File: src/rtl/core/ssb_pkg.sv
`timescale 1ns / 1ps
// ssb_pkg: shared types and constants of the sparse set bucket
// operation and status codes, sizes, controller/datapath command and status structs
// no dependencies

package ssb_pkg;

  // sizes follow the fixed widths of the id and count fields
  localparam int CAPACITY = 256;
  localparam int ID_COUNT = 256;
  localparam int FUNC_W   = 3;
  localparam int ID_W     = $clog2(ID_COUNT);
  localparam int SLOT_W   = $clog2(CAPACITY);
  localparam int LEN_W    = $clog2(CAPACITY + 1);
  localparam int STAT_W   = 3;

  // back index value of an id that holds no slot
  localparam logic [LEN_W-1:0] NONE_INDEX = LEN_W'(CAPACITY);

  typedef enum logic [FUNC_W-1:0] {
    FN_INSERT   = 3'd0,
    FN_POP      = 3'd1,
    FN_REMOVE   = 3'd2,
    FN_CONTAINS = 3'd3,
    FN_SHRINK   = 3'd4
  } func_t;

  typedef enum logic [STAT_W-1:0] {
    ST_OK         = 3'd0,
    ST_FULL       = 3'd1,
    ST_EMPTY      = 3'd2,
    ST_NOT_MEMBER = 3'd3,
    ST_BAD_LENGTH = 3'd4
  } status_t;

  typedef struct packed {
    logic accept;
    logic lookup;
    logic commit;
    logic fixup;
    logic respond;
  } cmd_t;

  typedef struct packed {
    logic rm_hit;
    logic out_free;
  } sts_t;

endpackage

File: src/rtl/core/ssb_ctrl.sv
`timescale 1ns / 1ps
// ssb_ctrl: sequencing state machine of the sparse set bucket
// issues phase commands to ssb_datapath; uses ssb_pkg

module ssb_ctrl
  import ssb_pkg::*;
(
  input  logic clk,
  input  logic rst_n,
  input  logic in_valid,
  output logic in_ready,
  input  sts_t sts,
  output cmd_t cmd
);

  typedef enum logic [2:0] {
    S_IDLE,
    S_LOOKUP,
    S_CHECK,
    S_FIXUP,
    S_RESP
  } state_t;

  state_t state_r, state_nxt;

  assign in_ready    = (state_r == S_IDLE);
  assign cmd.accept  = in_ready && in_valid;
  assign cmd.lookup  = (state_r == S_LOOKUP);
  assign cmd.commit  = (state_r == S_CHECK);
  assign cmd.fixup   = (state_r == S_FIXUP);
  assign cmd.respond = (state_r == S_RESP) && sts.out_free;

  always_comb begin
    state_nxt = state_r;
    unique case (state_r)
      S_IDLE:   if (in_valid) state_nxt = S_LOOKUP;
      S_LOOKUP: state_nxt = S_CHECK;
      S_CHECK:  state_nxt = sts.rm_hit ? S_FIXUP : S_RESP;
      S_FIXUP:  state_nxt = S_RESP;
      S_RESP:   if (sts.out_free) state_nxt = S_IDLE;
      default:  state_nxt = S_IDLE;
    endcase
  end

  always_ff @(posedge clk) begin
    if (!rst_n) begin
      state_r <= S_IDLE;
    end else begin
      state_r <= state_nxt;
    end
  end

endmodule

File: config.mk
export PLATFORM = sky130hd
export DESIGN_NAME = ssb_ctrl
export DESIGN_NICKNAME = d
export VERILOG_FILES = /design/src/rtl/core/ssb_pkg.sv /design/src/rtl/core/ssb_ctrl.sv
export SDC_FILE = /design/constraint.sdc
export NUM_CORES = 1
export LEC_CHECK = 0
export ABC_AREA = 0
export BUFFER_PORTS_ARGS = -buffer_cell sky130_fd_sc_hd__buf_4
export CORE_AREA = 2 2 39 41
export DETAILED_ROUTE_END_ITERATION = 10
export DIE_AREA = 0 0 41 43
export HOLD_SLACK_MARGIN = 0.12
export PLACE_DENSITY_LB_ADDON = 0.3
export SLEW_MARGIN = 20
export SYNTH_ARGS = -nofsm -noshare
export SYNTH_HDL_FRONTEND = slang
export SYNTH_SLANG_ARGS = --single-unit
File: constraint.sdc
create_clock -name clk -period 1.2 [get_ports clk]
set_clock_uncertainty 0.05 [all_clocks]
set_input_delay 0.12 -clock clk [delete_from_list [all_inputs] [get_ports clk]]
set_output_delay 0.12 -clock clk [all_outputs]
set_load 0.02 [all_outputs]
==> results of run 1 <==
## power groups by stage
stage	clock [mW]	combinational (mW)	sequential (mW)
finish	0.177	0.112	0.121
global route	0.200	0.122	0.124
CTS	0.186	0.109	0.122
detailed placement	0	0.103	0.125
global placement	0	0.104	0.126
floorplan	0	0.0693	0.116
## final timing paths
path / from / to / cells past startpoint
worst max register to register: state_r[2]$_SDFFE_PN0P_ / state_r[0]$_SDFFE_PN0P_ / 4
worst min-delay path: sts[1] / state_r[0]$_SDFFE_PN0P_ / 3
worst min register to register: state_r[0]$_SDFFE_PN0P_ / state_r[0]$_SDFFE_PN0P_ / 1
worst max-delay path: state_r[1]$_SDFFE_PN0P_ / cmd[4] / 3
## per-stage QoR
stage	power (mW)	setup TNS (ns)	hold WS [ns]
after global placement	0.229	0	0.302
after global routing	0.447	-0.179	0.169
final	0.411	-0.0135	0.146
after CTS	0.417	-0.0232	0.137
after floorplan	0.185	0	0.188
after detailed placement	0.229	0	0.301
## worst max-delay path: stages (launching register included)
cell	delay [ns]
dfxtp_4	0.36
nor3_4	0.19
and2_4	0.16
buf_6	0.11
## cells in the final DEF (no fill, tap or decap)
master          n
buf_6           2
nand2_1         2
dfxtp_4         3
nor3b_1         2
nand2b_2        1
clkbuf_1        1
and2_4          1
mux2i_1         1
a21oi_1         1
clkbuf_4        3
buf_4          10
buf_1           1
nor2b_1         1
and3b_2         1
o21a_1          1
nand2b_1        1
nor4b_1         1
nor2_1          1
dlygate4sd3_1   1
mux2_4          1
nor3_1          2
nor3_4          1
## area by class of cell
type / count / share of cell area, %
Sequential cell: 3 / 19.4
Tap cell: 16 / 5.44
Multi-Input combinational cell: 18 / 37.8
Timing Repair Buffer: 14 / 30.3
Clock buffer: 4 / 7.14
## routing by layer
layer,share of wire [%],routed length (um),global-route usage [%]
met5,0,0,0
met4,0,0,2.00
met3,12,64,5.24
met2,34,184,9.06
met1,54,287,11.9
## kinds of logic (layout without fill, tap and decap cells)
logic type,after synthesis,after routing,share of synthesized area [%]
compound gates,2,2,6.13
buf+inv,2,18,9.20
flops,3,3,29.4
mux,2,2,12.3
simple gates,14,14,42.9
## what timing repair did
action | in CTS | in global routing
hold endpoints to repair | 3 | 0
setup endpoints to repair | 6 | 5
buffers inserted | 2 | 0
hold buffers | 1 | 0
resized for setup | 6 | 3
pin swaps | 1 | 1
==> results.md, run 1 <==
| Result | This run | Unit |
|:---|:---|:---|
| Result of the run | finished with violations | - |
| Violated checks | negative setup slack | - |
| Leading area contributor after synthesis | dfxtp_1 | - |
| Total Die Area | 0.00176 | mm^2 |
| Clock tree from TritonCTS | yes | - |
| Register containing the most flip-flops in the final layout | state_r | - |
| Number of antenna violations at the first check in global routing | 0 | - |
| Std-Cell Core Area | 0.00138 | mm^2 |
| Power density over the cells | 1120 | mW/mm^2 |
| Drt wl/cell | 9.75 | um |
| Crit-path max FO | 6 | - |
| Clock slew at the register clock pins of the worst setup and hold paths | 0.04 | ns |
| CTS Sinks | 3 | - |
| Setup repair after global routing missed its margin | yes | - |
| Register cell area after layout | 71.3 | um^2 |
| Min cycle time layout | 1.21 | ns |
| Switching pwr | 0.117 | mW |
| Dominant cells by area after synthesis | dfxtp_1 (29%), nor3_1 (7.4%), mux2_4 (7.4%) | - |
| IO Pins | 11 | - |
| Via count | 218 | - |
| Fill count | 152 | - |
| Final wirelength | 536 | um |
| Share of post-route cells with drive strength above 1 | 59.0 | % |
| Number of input and output port buffers inserted | 10 | - |
| Registers with the most flip-flops | state_r x3 | - |
| DRC violation count after routing | 0 | - |
| Hold violation count in the final report | 0 | - |
| Post-Layout Cell Count | 55 | - |
| Max H-tree Level | 1 | - |
| Overall die height | 43 | um |
| Vias in the first global route | 215 | - |
| Proportion of netlist area held by the largest area contributor | 29.4 | % |
| Path type of the worst setup path | reg2out | - |
| Worst Hold Class | in2reg | - |
| Dominant register cell in the synthesized netlist | dfxtp_1 | - |
| Number of warning messages in the yosys log | 0 | - |
| Setup slack of the critical path after layout | -0.0135 | ns |
| Leakage power | 0.158 | nW |
| Global route total overflow | 0 | - |
| Area delta synth->final | 80.4 | % |
| Design internal power | 0.294 | mW |
| Part of the power in registers | 29.5 | % |
| Highest Clock Rate | 824 | MHz |
| Most frequent cells after synthesis | dfxtp_1 (3), nor3_1 (3), nand2_1 (2), nor3b_1 (2) | - |
| Number of max-cap violations | 0 | - |
| First-pass DRT Iterations | 1 | - |
| Portion of the post-synthesis area used by sequential elements | 29.4 | % |
| Total Nets Final | 45 | - |
| Final core area utilization | 26.6 | % |
| Remaining antenna violation count after routing | 0 | - |
| Worst Tran Pin Value | 0.293 | ns |
| Critical path startpoint category | flop | - |
| Number of cells produced by synthesis | 23 | - |
| Synth Area per Inst | 8.87 | um^2 |
| Number of cells after detailed placement | 49 | - |
| Number of rows in the core area | 14 | - |
| Post-Place Worst Slack | 0.0653 | ns |
| Fraction of power consumed by combinational cells | 27.3 | % |
| CP Capture Type | output port | - |
| CTS buffer count | 3 | - |
| Aggregate global-route resource usage | 7.92 | % |
| Nets in the synthesized netlist | 28 | - |
| Area of the multi-input gates | 139 | um^2 |
| Net Sw Frac | 28.5 | % |
| Netlist area before placement | 204 | um^2 |
| Maximum buffer depth of the clock tree | 2 | - |
| Maximum vdd drop | 0.367 | mV |
| Arrival time of data at the critical path endpoint | 1.04 | ns |
| Worst-Skew Late Latency | 0.23 | ns |
| Final period utilization | 101 | % |
| Worst slew margin relative to its limit | 80.2 | % |
| Clk pwr share | 43.2 | % |
| Maximum number of pins on one net before global-route repair | 9 | - |
| CTS Root Cell | clkbuf_4 | - |
| Required @ worst endpoint | 1.03 | ns |
| Max-slew violation count | 0 | - |
| Cell area after placement | 319 | um^2 |
| Routability Congestion | 0.627 | - |
| Setup Viol. Count Final | 1 | - |
| Global-route wire length before repair | 931 | um |
| Vias per cell | 3.96 | - |
| Detailed router's first-iteration violation count | 0 | - |
| Reg-to-reg slack, setup | 0.08 | ns |
| Width of the chip | 41 | um |
| FF+latch count, synth | 3 | - |
| Number of enable flip-flop cells after synthesis | 0 | - |
| Fraction of registers with async set/reset | 0 | % |
| Number of flip-flops in the largest register | 3 | - |
| Cell area after layout | 368 | um^2 |
| Antenna diode count | 0 | - |
| Effective utilization at floorplan | 14.7 | % |
| Number of distinct standard cells referenced by the synthesized netlist | 17 | - |
No activity file was read; power rests on OpenSTA's default activity.
==> run 2: changes to the inputs <==
--- a/config.mk
+++ b/config.mk
@@ -7,6 +7,8 @@
 export LEC_CHECK = 0
 export ABC_AREA = 0
 export BUFFER_PORTS_ARGS = -buffer_cell sky130_fd_sc_hd__buf_4
+export CELL_PAD_IN_SITES_DETAIL_PLACEMENT = 0
+export CELL_PAD_IN_SITES_GLOBAL_PLACEMENT = 1
 export CORE_AREA = 2 2 39 41
 export DETAILED_ROUTE_END_ITERATION = 10
 export DIE_AREA = 0 0 41 43
==> results.md, run 2 (synthesized netlist as in run 1, its figures left out) <==
| Result | This run | Unit | vs previous |
|:---|:---|:---|:---|
| Result of the run | finished with violations | - | unchanged |
| Violated checks | negative setup slack | - | unchanged |
| Buffers and inverters on the worst path | 2 | - | was 1 |
| Worst path top cell family by delay | flip-flops | - | unchanged |
| Worst Hold Class | in2reg | - | unchanged |
| Reg-to-reg slack, setup | 0.08 | ns | about the same |
| Design internal power | 0.299 | mW | was 0.294 mW |
| Total Die Area | 0.00176 | mm^2 | unchanged |
| Antenna diode count | 0 | - | unchanged |
| Detailed placement HPWL | 384 | um |  |
| Share of post-route cells with drive strength above 1 | 67.5 | % | was 59.0% |
| CTS Root Cell | clkbuf_4 | - | unchanged |
| Std-Cell Core Area | 0.00138 | mm^2 | unchanged |
| Width of the chip | 41 | um | unchanged |
| Arrival time of data at the critical path endpoint | 1.07 | ns | was 1.04 ns |
| Min cycle time layout | 1.24 | ns | was 1.21 ns |
| Via count | 234 | - | was 218 |
| Drt wl/cell | 10.9 | um | was 9.75 um |
| Setup Viol. Count Final | 4 | - | was 1 |
| Registers with the most flip-flops | state_r x3 | - | unchanged |
| Number of flip-flops in the largest register | 3 | - | unchanged |
| Critical path startpoint category | flop | - | unchanged |
| Worst stage delay on the critical path | 0.35 | ns | was 0.36 ns |
| Net Sw Frac | 29.4 | % | was 28.5% |
| Max H-tree Level | 1 | - | unchanged |
| Effective utilization at floorplan | 14.7 | % | unchanged |
| Commonest cells after routing, fill and taps aside | buf_4 (11), clkbuf_4 (3), buf_6 (3) | - | was buf_4 (10), clkbuf_4 (3), dfxtp_4 (3) |
| Part of the power in registers | 29.3 | % | was 29.5% |
| Number of rows in the core area | 14 | - | unchanged |
| Routed length on met3 | 30 | um | was 64 um |
| Worst slew margin relative to its limit | 81.0 | % | was 80.2% |
| CTS buffer count | 3 | - | unchanged |
| Top layer used by detailed routing | met4 | - | was met3 |
| Total Nets Final | 46 | - | was 45 |
| Post-Layout Cell Count | 56 | - | was 55 |
| DRC violation count after routing | 0 | - | unchanged |
| First-pass DRT Iterations | 4 | - | was 1 |
| Routability Congestion | 0.654 | - | was 0.627 |
| Post-Place Worst Slack | 0.114 | ns | was 0.0653 ns |
| Vias in the first global route | 260 | - | was 215 |
| Highest Clock Rate | 804 | MHz | was 824 MHz |
| Summed negative setup slack over all endpoints | -0.132 | ns | was -0.0135 ns |
| Number of antenna violations at the first check in global routing | 0 | - | unchanged |
| Register containing the most flip-flops in the final layout | state_r | - | unchanged |
| Global route total overflow | 0 | - | unchanged |
| CTS Sinks | 3 | - | unchanged |
| Met2 wire length | 310 | um | was 184 um |
| Required @ worst endpoint | 1.03 | ns | about the same |
| Remaining antenna violation count after routing | 0 | - | unchanged |
| Switching pwr | 0.125 | mW | was 0.117 mW |
| Global-route wire length before repair | 1.01 | mm | was 931 um |
| Setup repair after global routing missed its margin | yes | - | unchanged |
| Metal1 wirelength | 231 | um | was 287 um |
| Cell area after placement | 307 | um^2 | was 319 um^2 |
| Overall die height | 43 | um | unchanged |
| Leakage power | 0.172 | nW | was 0.158 nW |
| Cell Chain, Critical Path | buf_6 -> nor3_4 -> and2_4 -> buf_6 | - | was nor3_4 -> and2_4 -> buf_6 |
| Vias per cell | 4.18 | - | was 3.96 |
| Crit-path max FO | 4 | - | was 6 |
| Smallest hold slack | 0.137 | ns | was 0.146 ns |
| Maximum vdd drop | 0.265 | mV | was 0.367 mV |
| Power density over the cells | 1090 | mW/mm^2 | was 1120 mW/mm^2 |
| Fill count | 162 | - | was 152 |
| Number of cells after detailed placement | 49 | - | unchanged |
| CP Capture Type | output port | - | unchanged |
| IO Pins | 11 | - | unchanged |
| Critical Path Most Common Cell | buf_6 | - |  |
| Cell area after layout | 390 | um^2 | was 368 um^2 |
| Number of input and output port buffers inserted | 10 | - | unchanged |
| Worst-Skew Late Latency | 0.24 | ns | was 0.23 ns |
| Clock tree from TritonCTS | yes | - | unchanged |
| Clk pwr share | 43.2 | % | about the same |
| Clock slew at the register clock pins of the worst setup and hold paths | 0.04 | ns | about the same |
| Leading cell type in the layout, fill and taps excluded | buf_4 | - | unchanged |
| Aggregate global-route resource usage | 9.54 | % | was 7.92% |
| Detailed router's first-iteration violation count | 2 | - | was 0 |
| Number of max-cap violations | 0 | - | unchanged |
| Hold violation count in the final report | 0 | - | unchanged |
| Fraction of power consumed by combinational cells | 27.5 | % | was 27.3% |
| Library cell contributing the largest single delay on the critical path | dfxtp_4 | - | unchanged |
| Area delta synth->final | 91.4 | % | was 80.4% |
| Final period utilization | 104 | % | was 101% |
| Setup slack of the critical path after layout | -0.0444 | ns | was -0.0135 ns |
| Maximum number of pins on one net before global-route repair | 10 | - | was 9 |
| Maximum buffer depth of the clock tree | 2 | - | unchanged |
| Worst Tran Pin Value | 0.281 | ns | was 0.293 ns |
| Path type of the worst setup path | reg2out | - | unchanged |
| Final wirelength | 611 | um | was 536 um |
| Max-slew violation count | 0 | - | unchanged |
run 2: worst paths after layout:
kind,startpoint,endpoint,depth (start not counted)
setup / recovery,state_r[2]$_SDFFE_PN0P_,cmd[4],4
hold / removal,sts[1],state_r[0]$_SDFFE_PN0P_,3
setup reg to reg,state_r[2]$_SDFFE_PN0P_,state_r[0]$_SDFFE_PN0P_,4
hold reg to reg,state_r[0]$_SDFFE_PN0P_,state_r[0]$_SDFFE_PN0P_,1
run 2: metrics by stage:
step / power, mW / util, %
2_1_floorplan: 0.185 / -
3_3_place_gp: 0.226 / 22.2
3_5_place_dp: 0.226 / 22.2
4_1_cts: 0.431 / 28.0
5_1_grt: 0.455 / 28.2
6_report: 0.424 / 28.2
run 2: worst register-to-register path, stage by stage (launching register included):
cell and delay (ns):
dfxtp_4 0.35, buf_4 0.14, mux2_4 0.29, mux2i_1 0.13, nor3_1 0.05
run 2: area by class of cell:
type	instances	area, um^2	area share (%)
Clock buffer	4	26.3	6.73
Multi-Input combinational cell	18	149	38.1
Tap cell	16	20.0	5.13
Timing Repair Buffer	15	126	32.4
Sequential cell	3	68.8	17.6
run 2: metal layers:
metal / up-vias / track usage [%]
met3: 4 / 1.57
met1: 104 / 9.65
li1: 114 / -
met4: 0 / 14.0
met2: 12 / 12.8
met5: - / 0
run 2: power by group through the flow:
stage               combinational, mW  sequential (mW)  clock [mW]
global placement                0.100            0.125           0
CTS                             0.117            0.124       0.190
global route                    0.127            0.126       0.202
floorplan                      0.0693            0.116           0
detailed placement              0.101            0.125           0
finish                          0.116            0.124       0.183
run 2: repair_timing:
item,in CTS,in global routing
resized for setup,10,1
setup buffers,2,0
endpoints found under the setup margin,6,5
hold endpoints to repair,3,0
hold buffers,1,0
pin swaps,2,1
==> run 3: changes to the inputs <==
--- a/config.mk
+++ b/config.mk
@@ -9,9 +9,9 @@
 export BUFFER_PORTS_ARGS = -buffer_cell sky130_fd_sc_hd__buf_4
 export CELL_PAD_IN_SITES_DETAIL_PLACEMENT = 0
 export CELL_PAD_IN_SITES_GLOBAL_PLACEMENT = 1
-export CORE_AREA = 2 2 39 41
+export CORE_AREA = 3 3 40 42
 export DETAILED_ROUTE_END_ITERATION = 10
-export DIE_AREA = 0 0 41 43
+export DIE_AREA = 0 0 43 45
 export HOLD_SLACK_MARGIN = 0.12
 export PLACE_DENSITY_LB_ADDON = 0.3
 export SLEW_MARGIN = 20
==> results.md, run 3 (synthesized netlist as in run 1, its figures left out) <==
| Result | This run | Unit | vs previous |
|:---|:---|:---|:---|
| Fraction of power consumed by combinational cells | 30.1 | % | was 27.5% |
| Width of the chip | 43 | um | was 41 um |
| Maximum buffer depth of the clock tree | 2 | - | unchanged |
| Number of cells after detailed placement | 47 | - | was 49 |
| Critical Path Most Common Cell | buf_6 | - | unchanged |
| Maximum vdd drop | 0.267 | mV | was 0.265 mV |
| Detailed router's first-iteration violation count | 5 | - | was 2 |
| Routability Congestion | 0.721 | - | was 0.654 |
| Number of antenna violations at the first check in global routing | 0 | - | unchanged |
| Number of rows in the core area | 13 | - | was 14 |
| Layer with the highest usage after global routing | met2 | - | was met4 |
| Effective utilization at floorplan | 15.9 | % | was 14.7% |
| Commonest cells after routing, fill and taps aside | buf_4 (10), buf_6 (4), clkbuf_4 (3), dfxtp_4 (3) | - | was buf_4 (11), clkbuf_4 (3), buf_6 (3) |
| Met2 layer usage reported by global route | 11.4 | % | was 12.8% |
| Worst Tran Pin Value | 0.233 | ns | was 0.281 ns |
| Post-Place Worst Slack | 0.114 | ns | about the same |
| Via count | 215 | - | was 234 |
| Vias per cell | 3.91 | - | was 4.18 |
| Total Nets Final | 46 | - | unchanged |
| Result of the run | finished with violations | - | unchanged |
| Register cell area after layout | 71.3 | um^2 | was 68.8 um^2 |
| Max H-tree Level | 1 | - | unchanged |
| Worst slew margin relative to its limit | 84.2 | % | was 81.0% |
| Hold violation count in the final report | 0 | - | unchanged |
| CTS Root Cell | clkbuf_4 | - | unchanged |
| Worst stage delay on the critical path | 0.35 | ns | about the same |
| CP Capture Type | output port | - | unchanged |
| Global route total overflow | 0 | - | unchanged |
| IO Pins | 11 | - | unchanged |
| Path type of the worst setup path | reg2out | - | unchanged |
| Library cell contributing the largest single delay on the critical path | dfxtp_4 | - | unchanged |
| Power density over the cells | 1080 | mW/mm^2 | was 1090 mW/mm^2 |
| Worst path top cell family by delay | flip-flops | - | unchanged |
| Setup slack of the critical path after layout | -0.0491 | ns | was -0.0444 ns |
| Total design power | 0.429 | mW | was 0.424 mW |
| Number of max-cap violations | 0 | - | unchanged |
| Fill count | 139 | - | was 162 |
| Antenna diode count | 0 | - | unchanged |
| Summed negative setup slack over all endpoints | -0.0740 | ns | was -0.132 ns |
| Vias in the first global route | 232 | - | was 260 |
| Number of flip-flops in the largest register | 3 | - | unchanged |
| Overall die height | 45 | um | was 43 um |
| Clock tree from TritonCTS | yes | - | unchanged |
| Remaining antenna violation count after routing | 0 | - | unchanged |
| Clock slew at the register clock pins of the worst setup and hold paths | 0.04 | ns | about the same |
| Violated checks | negative setup slack | - | unchanged |
| Global-route wire length before repair | 1.04 | mm | was 1.01 mm |
| Net Sw Frac | 28.2 | % | was 29.4% |
| First-pass DRT Iterations | 3 | - | was 4 |
| Std-Cell Core Area | 0.00128 | mm^2 | was 0.00138 mm^2 |
| Total Die Area | 0.00194 | mm^2 | was 0.00176 mm^2 |
| Part of the power in registers | 29.2 | % | was 29.3% |
| Critical path startpoint category | flop | - | unchanged |
| Drt wl/cell | 10.3 | um | was 10.9 um |
| Met3 usage | 1.20 | % | was 1.57% |
| CTS Sinks | 3 | - | unchanged |
| Highest Clock Rate | 801 | MHz | was 804 MHz |
| Maximum number of pins on one net before global-route repair | 10 | - | unchanged |
| Number of input and output port buffers inserted | 10 | - | unchanged |
| Share of post-route cells with drive strength above 1 | 67.5 | % | unchanged |
| Register containing the most flip-flops in the final layout | state_r | - | unchanged |
| Area of the multi-input gates | 151 | um^2 | was 149 um^2 |
| Setup repair after global routing missed its margin | yes | - | unchanged |
| Clk pwr share | 40.6 | % | was 43.2% |
| DRC violation count after routing | 0 | - | unchanged |
| Cell Chain, Critical Path | buf_6 -> nor3_4 -> and2_4 -> buf_6 | - | unchanged |
| Buffers and inverters on the worst path | 2 | - | unchanged |
| Setup Viol. Count Final | 3 | - | was 4 |
| Post-Layout Cell Count | 55 | - | was 56 |
| Worst-Skew Late Latency | 0.23 | ns | was 0.24 ns |
| Aggregate global-route resource usage | 7.24 | % | was 9.54% |
| Design internal power | 0.308 | mW | was 0.299 mW |
| Min cycle time layout | 1.25 | ns | was 1.24 ns |
| CTS buffer count | 3 | - | unchanged |
| Met1 layer usage reported by global route | 8.89 | % | was 9.65% |
| Worst Hold Class | in2reg | - | unchanged |
| Switching pwr | 0.121 | mW | was 0.125 mW |
| Registers with the most flip-flops | state_r x3 | - | unchanged |
| Max-slew violation count | 0 | - | unchanged |
| Required @ worst endpoint | 1.03 | ns | about the same |
| Crit-path max FO | 5 | - | was 4 |
| Leakage power | 0.175 | nW | was 0.172 nW |
| Final wirelength | 565 | um | was 611 um |
| Final period utilization | 104 | % | about the same |
| Leading cell type in the layout, fill and taps excluded | buf_4 | - | unchanged |
| Arrival time of data at the critical path endpoint | 1.08 | ns | was 1.07 ns |
| Area delta synth->final | 95.1 | % | was 91.4% |
[run 3: metal layers]
metal  wire length, um  vias up
li1                  -      114
met1               258       97
met2               282        4
met3                23        0
met4                 0        0
met5                 0        -
[run 3: worst paths after layout]
path                                               from                      end  slack (ns)  depth (start not counted)
worst min register to register  state_r[0]$_SDFFE_PN0P_  state_r[0]$_SDFFE_PN0P_        0.47                          1
worst max register to register  state_r[2]$_SDFFE_PN0P_  state_r[0]$_SDFFE_PN0P_        0.09                          4
worst max-delay path            state_r[2]$_SDFFE_PN0P_                   cmd[4]       -0.05                          4
worst min-delay path                             sts[1]  state_r[0]$_SDFFE_PN0P_        0.15                          3
[run 3: worst reg2reg max path, delay by kind of cell, from the launching register on]
kind,cells,cell delay [ns]
muxes,2,0.41
DFF,1,0.35
buffers and inverters,1,0.14
and+or+nand+nor,1,0.06
[run 3: power groups by stage]
stage | sequential, mW | combinational, mW | clock (mW)
floorplan | 0.116 | 0.0693 | 0
global placement | 0.125 | 0.100 | 0
detailed placement | 0.125 | 0.0999 | 0
CTS | 0.123 | 0.110 | 0.184
global route | 0.128 | 0.139 | 0.197
finish | 0.125 | 0.129 | 0.174
[run 3: repair_timing]
action,in CTS,in global routing
hold buffers,1,0
hold endpoints to repair,3,0
setup buffers,1,2
gates resized for setup,8,5
setup endpoints to repair,6,5
pin swaps,2,2
[run 3: stage by stage]
| stage | util [%] | area, um^2 | hold WS [ns] |
|---|---|---|---|
| 6_report | 31.0 | 398 | 0.155 |
| 2_1_floorplan | - | 215 | 0.188 |
| 3_5_place_dp | 23.2 | 298 | 0.305 |
| 4_1_cts | 28.1 | 362 | 0.155 |
| 5_1_grt | 31.0 | 398 | 0.188 |
| 3_3_place_gp | 23.2 | 298 | 0.312 |
[run 3: final cells by class]
type | count | share of cell area (%)
Timing Repair Buffer | 15 | 32.7
Clock buffer | 4 | 6.60
Tap cell | 15 | 4.72
Sequential cell | 3 | 17.9
Multi-Input combinational cell | 18 | 38.1
